## config.mk

```make
export PLATFORM = sky130hd
export DESIGN_NAME = sem_gradient
export DESIGN_NICKNAME = d
export VERILOG_FILES = /design/src/hdl/sem_pkg.sv /design/src/hdl/sem_gradient.sv
export SDC_FILE = /design/constraint.sdc
export NUM_CORES = 1
export LEC_CHECK = 0
export ABC_AREA = 1
export BUFFER_PORTS_ARGS = -buffer_cell sky130_fd_sc_hd__buf_4
export CAP_MARGIN = 0
export CORE_AREA = 3 3 87 89
export DETAILED_ROUTE_END_ITERATION = 10
export DIE_AREA = 0 0 90 92
export PLACE_DENSITY_LB_ADDON = 0.1
export RECOVER_POWER = 50
export REMOVE_ABC_BUFFERS = 1
export SETUP_SLACK_MARGIN = 0.3
export SYNTH_ARGS = -nofsm -noshare
export SYNTH_HDL_FRONTEND = slang
export SYNTH_SLANG_ARGS = --single-unit
```

## constraint.sdc

```tcl
create_clock -name vclk -period 5.9
set_input_delay 0.885 -clock vclk [all_inputs]
set_output_delay 0.885 -clock vclk [all_outputs]
set_load 0.02 [all_outputs]
```

## src/hdl/sem_pkg.sv

```systemverilog
// Shared types and constants for the Sobel edge magnitude unit.
// No dependencies; used by sem_gradient and sobel_edge_magnitude_unit.
package sem_pkg;

    localparam int PIX_W     = 8;
    localparam int WIDTH_W   = 13;
    localparam int HEIGHT_W  = 16;
    localparam int OUT_COL_W = 12;
    localparam int CFG_IDX_W = 4;
    localparam int CFG_DAT_W = 16;

    // line store depth; port and counter widths above are sized for it
    localparam int MAX_WIDTH = 4096;

    localparam logic [CFG_IDX_W-1:0] REG_IMAGE_WIDTH  = CFG_IDX_W'(0);
    localparam logic [CFG_IDX_W-1:0] REG_IMAGE_HEIGHT = CFG_IDX_W'(1);

    localparam logic [WIDTH_W-1:0]  WIDTH_RESET  = WIDTH_W'(640);
    localparam logic [HEIGHT_W-1:0] HEIGHT_RESET = HEIGHT_W'(480);
    localparam logic [HEIGHT_W-1:0] MIN_DIM      = HEIGHT_W'(3);

    localparam logic [PIX_W-1:0] MAG_MAX = PIX_W'(255);

    typedef logic [PIX_W-1:0] pixel_t;

    // 3x3 neighborhood around the center pixel (center itself unused)
    typedef struct packed {
        pixel_t nw;
        pixel_t nn;
        pixel_t ne;
        pixel_t ww;
        pixel_t ee;
        pixel_t sw;
        pixel_t ss;
        pixel_t se;
    } window_t;

endpackage

```

## src/hdl/sem_gradient.sv

```systemverilog
// Sobel gx/gy kernels and saturated L1 magnitude, purely combinational.
// Depends on sem_pkg (window_t, MAG_MAX).
module sem_gradient (
    input  sem_pkg::window_t win,
    output sem_pkg::pixel_t  magnitude
);
    import sem_pkg::*;

    logic [9:0]         pos_x, neg_x, pos_y, neg_y;
    logic signed [10:0] gx, gy;
    logic [9:0]         abs_x, abs_y;
    logic [10:0]        sum;

    always_comb
    begin
        pos_x = (10'(win.ee) << 1) + 10'(win.ne) + 10'(win.se);
        neg_x = (10'(win.ww) << 1) + 10'(win.sw) + 10'(win.nw);
        pos_y = (10'(win.nn) << 1) + 10'(win.ne) + 10'(win.nw);
        neg_y = (10'(win.ss) << 1) + 10'(win.sw) + 10'(win.se);
        gx    = signed'({1'b0, pos_x}) - signed'({1'b0, neg_x});
        gy    = signed'({1'b0, pos_y}) - signed'({1'b0, neg_y});
        abs_x = gx[10] ? 10'(-gx) : 10'(gx);
        abs_y = gy[10] ? 10'(-gy) : 10'(gy);
        sum   = 11'(abs_x) + 11'(abs_y);
        magnitude = (sum > 11'(MAG_MAX)) ? MAG_MAX : sum[7:0];
    end

endmodule

```

==> results of run 1 <==
==> per-stage QoR <==
step | cells | area (sq um)
floorplan | 533 | 3682
global placement | 776 | 4906
detailed placement | 776 | 4906
CTS | 786 | 5258
global route | 788 | 5433
finish | 788 | 5433
==> final cells by class <==
cell class | count | area [sq um]
inverters | 191 | 721.9
fillers | 479 | 1399
multi-input cells | 342 | 3362
repair buffers | 159 | 1229
well taps | 96 | 120.1
==> cells in the final DEF, fill, tap and decap left out, types with 2 or more instances in the layout <==
cell,n
nand2_4,3
inv_2,15
buf_6,4
nand2_2,15
ha_4,13
xnor2_1,4
nor3_4,2
nor2_4,3
buf_4,153
fa_1,61
fa_2,2
inv_4,2
ha_2,2
a21oi_4,2
nand3_1,28
a21oi_1,8
a21oi_2,9
nor2_1,14
nand3b_1,3
nand3_2,5
ha_1,23
o21ai_1,3
nand4_1,19
o21ai_0,2
nor2_2,6
xor2_2,3
xor2_1,13
inv_1,174
nand2_1,86
==> path summary, 6_finish.rpt <==
| path | startpoint | to | slack (ps) | cells after the start |
|---|---|---|---|---|
| min | win[8] | magnitude[0] | 2520 | 7 |
| max | win[41] | magnitude[6] | -570 | 24 |
==> layer usage <==
| layer | vias to the layer above | routed length [um] | global-route usage (%) |
|---|---|---|---|
| met3 | 37 | 453 | 0.9844 |
| met1 | 1842 | 3897 | 27.01 |
| met5 | - | 0 | 0 |
| met4 | 0 | 320 | 4.719 |
| met2 | 149 | 5810 | 49.78 |
| li1 | 1887 | - | - |
==> repair_timing <==
| item | CTS | global route |
|---|---|---|
| pin swaps | 41 | 30 |
| endpoints found under the setup margin | 8 | 8 |
| buffers inserted | 10 | 2 |
| resized for setup | 60 | 39 |
| endpoints found under the hold margin | 0 | 0 |
==> synth_stat cells, drive strengths merged <==
master and count:
a21o 1, nand3b 3, nand4 21, or2 1, o21a 1, inv 191
nand2 104, ha 38, xor2 16, nor2 23, fa 63, o21ai 5
a31oi 1, and2 1, xnor2 4, nor3 4, a21oi 19, o21bai 2
nand3 34, a211oi 1
==> kinds of logic (layout without fill, tap and decap cells) <==
| kind of cell | count (synthesis) | after routing | synth area share, % |
|---|---|---|---|
| compound gates | 30 | 30 | 4.757 |
| buf+inv | 191 | 350 | 19.47 |
| simple gates | 191 | 191 | 23.65 |
| xor+xnor | 20 | 20 | 4.961 |
| fa+ha+maj | 101 | 101 | 47.16 |
==> impl_results.md, run 1 <==
- Status: finished, violations left
- Failing checks: setup timing
- Cell taking the most area after synthesis: fa_1
- CP Buf/Inv Count: 6
- Worst slack, placed: -631.3 ps
- Sequential element share of the synthesized area: 0%
- Top post-synthesis cells by area: fa_1 (34%), inv_1 (19%), ha_1 (13%), nand2_1 (10%), nand3_1 (4.3%)
- Cell breakdown of the critical path: buf_8, fa_1, fa_1, inv_2, fa_1, inv_1, ha_2, inv_2, fa_1, nand3_2, nor2_1, nand3_1, nor2_2, a21oi_2, xor2_1, inv_1, ha_4, nand2_4, a21oi_4, a211oi_2, nand4_1, nand2_4, nand4_1, buf_4
- Die width: 90 um
- CP max stage delay: 560 ps
- Starting density of the core: 53.90%
- Seq Cell Count: 0
- CP Class: input pin to primary output
- Cell row count: 30
- Post-Route Setup TNS: -4236 ps
- Gpl congestion: 0.8306
- Critical Path RT: 5020 ps
- Startpoint types: input pin
- Post-layout min period: 6466 ps
- First-pass GRT wire length: 16980 um
- Final HPWL DP: 7787 um
- Cell family with most CP delay: adder cells
- ANT cells: 0
- Maxcap violations: 0
- Hold Path Class: input pin to primary output
- Largest net degree at the start of global routing: 9
- Slew @ Worst Pin: 306.6 ps
- Initial antenna violation count: 0
- Part of the cycle the worst path needs: 109.6%
- Crit path top cell by count: fa_1
- GR Overflow Total: 0
- Final Max Slew Viols: 0
- Final core utilization: 79.52%
- Crit-path max FO: 8
- Syn-to-layout area delta: 47.54%
- Overall global routing resource usage: 24.05%
- Avg Cell Area, Syn: 6.909 sq um
- Drt pass-1 iters: 5
- Hold slack: 2524 ps
- Layout cells sized above 1: 35.98%
- Fmax: 0.1547 GHz
- Hold-fix buffers, CTS: 0
- Total number of vias: 3915
- Top cell type's share of synthesized area: 34.25%
- Crit end category: primary output
- DIE AREA: 0.008280 sq mm
- Hold Violations, Final: 0
- Nets: 859
- Setup violators final: 8
- Post-synthesis cell count: 533
- Ys Warns: 0
- Antenna Nets Post-Route: 0
- RSZ-0062 raised after global routing: yes
- Num ports: 72
- Final setup margin: -565.9 ps
- Syn Std Cell Area: 0.003682 sq mm
- Worst path slowest cell: fa_1
- Final wirelength: 10480 um
- Crit path DAT: 5580 ps
- Avg Vias per Cell: 4.968
- Core Region: 0.006832 sq mm
- Synth cell types: 28
- Vias in the first global route: 4058
- Port Buffers: 72
- Initial drt markers: 274
- Routed length per instance: 13.30 um
- Register area: 0 sq um
- Die height: 92 um
- Remaining DRCs: 0
- Worst rel slew slack: 79.56%
- Layout clock buffers: 0
Power of run 1 is not shown: default switching activity piles up to over one toggle a cycle in this logic, so the estimate is an artifact.
==> run 2: changes to the inputs <==
==> constraint.sdc (replaced) <==
create_clock -name vclk -period 5.9
set_input_delay 1.18 -clock vclk [all_inputs]
set_output_delay 1.18 -clock vclk [all_outputs]
set_load 0.02 [all_outputs]
==> run 2 against run 1 <==
First-iteration DRC count decreased by 33%. The run still ends with setup timing left. Via count is 0.74% lower. Fmax fell by 7.0%. Cell count increased by 0.89%. Count of clock-buffer cells in the layout unchanged. Highest routed layer unchanged.
==> impl_results.md, run 2 (synthesis results as in run 1) <==
- Failing checks: setup timing
- Worst rel slew slack: 79.28% (-0.28 points)
- Final core utilization: 80.40% (+0.88 points)
- Final HPWL DP: 7635 um (-2.0%)
- Fmax: 0.1438 GHz (-7.0%)
- Placed Area: 0.004936 sq mm (+0.61%)
- Register area: 0 sq um (unchanged)
- Startpoint types: input pin
- Design Area, Final: 0.005493 sq mm (+1.1%)
- Die height: 92 um (unchanged)
- Worst slack, placed: -1143 ps (-511.8 ps)
- Hold-fix buffers, CTS: 0 (unchanged)
- Worst hold path stage count: 8 (+1)
- Avg Vias per Cell: 4.888 (-1.6%)
- Fin cells: 795 (+0.89%)
- Initial antenna violation count: 0 (unchanged)
- Seq Cell Count: 0 (unchanged)
- Crit end category: primary output
- Final Max Slew Viols: 0 (unchanged)
- Layout cells sized above 1: 38.48% (+2.5 points)
- Critical Path RT: 4720 ps (-300 ps)
- Final setup margin: -1054 ps (-488.4 ps)
- Crit path DAT: 5770 ps (+190 ps)
- Remaining DRCs: 0 (unchanged)
- Antenna Nets Post-Route: 0 (unchanged)
- Largest net degree at the start of global routing: 9 (unchanged)
- Nets: 866 (+0.81%)
- Slew @ Worst Pin: 310.8 ps (+4.191 ps)
- Fillers: 487 (+1.7%)
- Most common cell after layout, fill and taps aside: inv_1
- GR Overflow Total: 0 (unchanged)
- Port Buffers: 72 (unchanged)
- Maxcap violations: 0 (unchanged)
- Cell row count: 30 (unchanged)
- Die width: 90 um (unchanged)
- Routed length per instance: 12.32 um (-7.4%)
- Initial drt markers: 183 (-33%)
- First-pass GRT wire length: 16010 um (-5.7%)
- Final wirelength: 9792 um (-6.6%)
- Most frequent cells in the layout: inv_1 (170), buf_4 (160), nand2_1 (79)
- ANT cells: 0 (unchanged)
- Syn-to-layout area delta: 49.17%
- Core Region: 0.006832 sq mm (unchanged)
- Starting density of the core: 53.90% (unchanged)
- DIE AREA: 0.008280 sq mm (unchanged)
- DP Cell Count: 780 (+0.52%)
- Drt pass-1 iters: 6 (+1)
- Hold Crit Start: win[8]
- Overall global routing resource usage: 22.40% (-1.6 points)
- Crit-path max FO: 8 (unchanged)
- Total number of vias: 3886 (-0.74%)
- Part of the cycle the worst path needs: 117.9% (+8.3 points)
- RSZ-0062 raised after global routing: yes
- Setup violators final: 8 (unchanged)
- Layout clock buffers: 0 (unchanged)
- Status: finished, violations left
- Vias in the first global route: 4046 (-0.30%)
- Gpl congestion: 0.8323 (+0.20%)
- Num ports: 72 (unchanged)
- CP Class: input pin to primary output
- Footprint of the multi-input gates: 0.003382 sq mm (+0.60%)
- WHS Endpoint: magnitude[0]
- Post-layout min period: 6954 ps (+488.4 ps)
- Hold Violations, Final: 0 (unchanged)
- Hold Path Class: input pin to primary output
==> run 2: cell types whose count changed in the layout (fill, tap and decap cells not counted), sizes merged <==
| cell | before | now |
|---|---|---|
| buf | 159 | 166 |
==> run 2: cell type report <==
type | instances | area share (%)
Tap cell | 96 | 2.187
Inverter | 191 | 13.14
Multi-Input combinational cell | 342 | 61.57
Timing Repair Buffer | 166 | 23.10
==> run 2: stage by stage <==
stage	hold slack (ps)	setup TNS (ps)
after floorplan	2926	-5250
after global placement	3170	-8497
after detailed placement	3191	-9022
after CTS	3191	-7041
after global routing	3258	-9978
final	3196	-8291
==> run 2: per-layer routing <==
| metal | GRT usage [%] | vias up | wire, um |
|---|---|---|---|
| met1 | 24.88 | 1819 | 3773 |
| met3 | 0.9024 | 45 | 278 |
| met2 | 45.30 | 112 | 5301 |
| li1 | - | 1910 | - |
| met5 | 0 | - | 0 |
| met4 | 7.270 | 0 | 438 |
==> run 2: repair_timing <==
action | 4_1_cts | 5_1_grt
setup buffers | 7 | 8
gates resized for setup | 49 | 62
cloned | 0 | 0
pin swaps | 37 | 52
setup endpoints to repair | 8 | 8
==> run 2: worst max-delay path by stage <==
stage                        end     from  slack (ps)
global route        magnitude[6]  win[57]       -1270
floorplan           magnitude[0]   win[5]        -660
detailed placement  magnitude[4]   win[5]       -1140
finish              magnitude[6]  win[57]       -1050
CTS                 magnitude[4]  win[24]        -900
global placement    magnitude[4]   win[1]       -1070
==> run 2: critical path, cell delays in order <==
cell     delay (ps)
buf_6           100
fa_1            490
fa_1            530
inv_2            50
fa_1            440
inv_1            80
ha_2            190
inv_2            40
fa_2            390
inv_2           100
nand2_2          60
nand2_1          90
nand2_1          70
nand2_2         110
nor2_2           70
buf_4           130
a21oi_2         130
xor2_1          170
inv_1           100
ha_4            250
nand2_2          80
inv_1            70
a21oi_2         160
nand2_1         110
xor2_2          160
inv_2           120
nand4_1         130
buf_6           160
Power of run 2 is left out for the same reason.
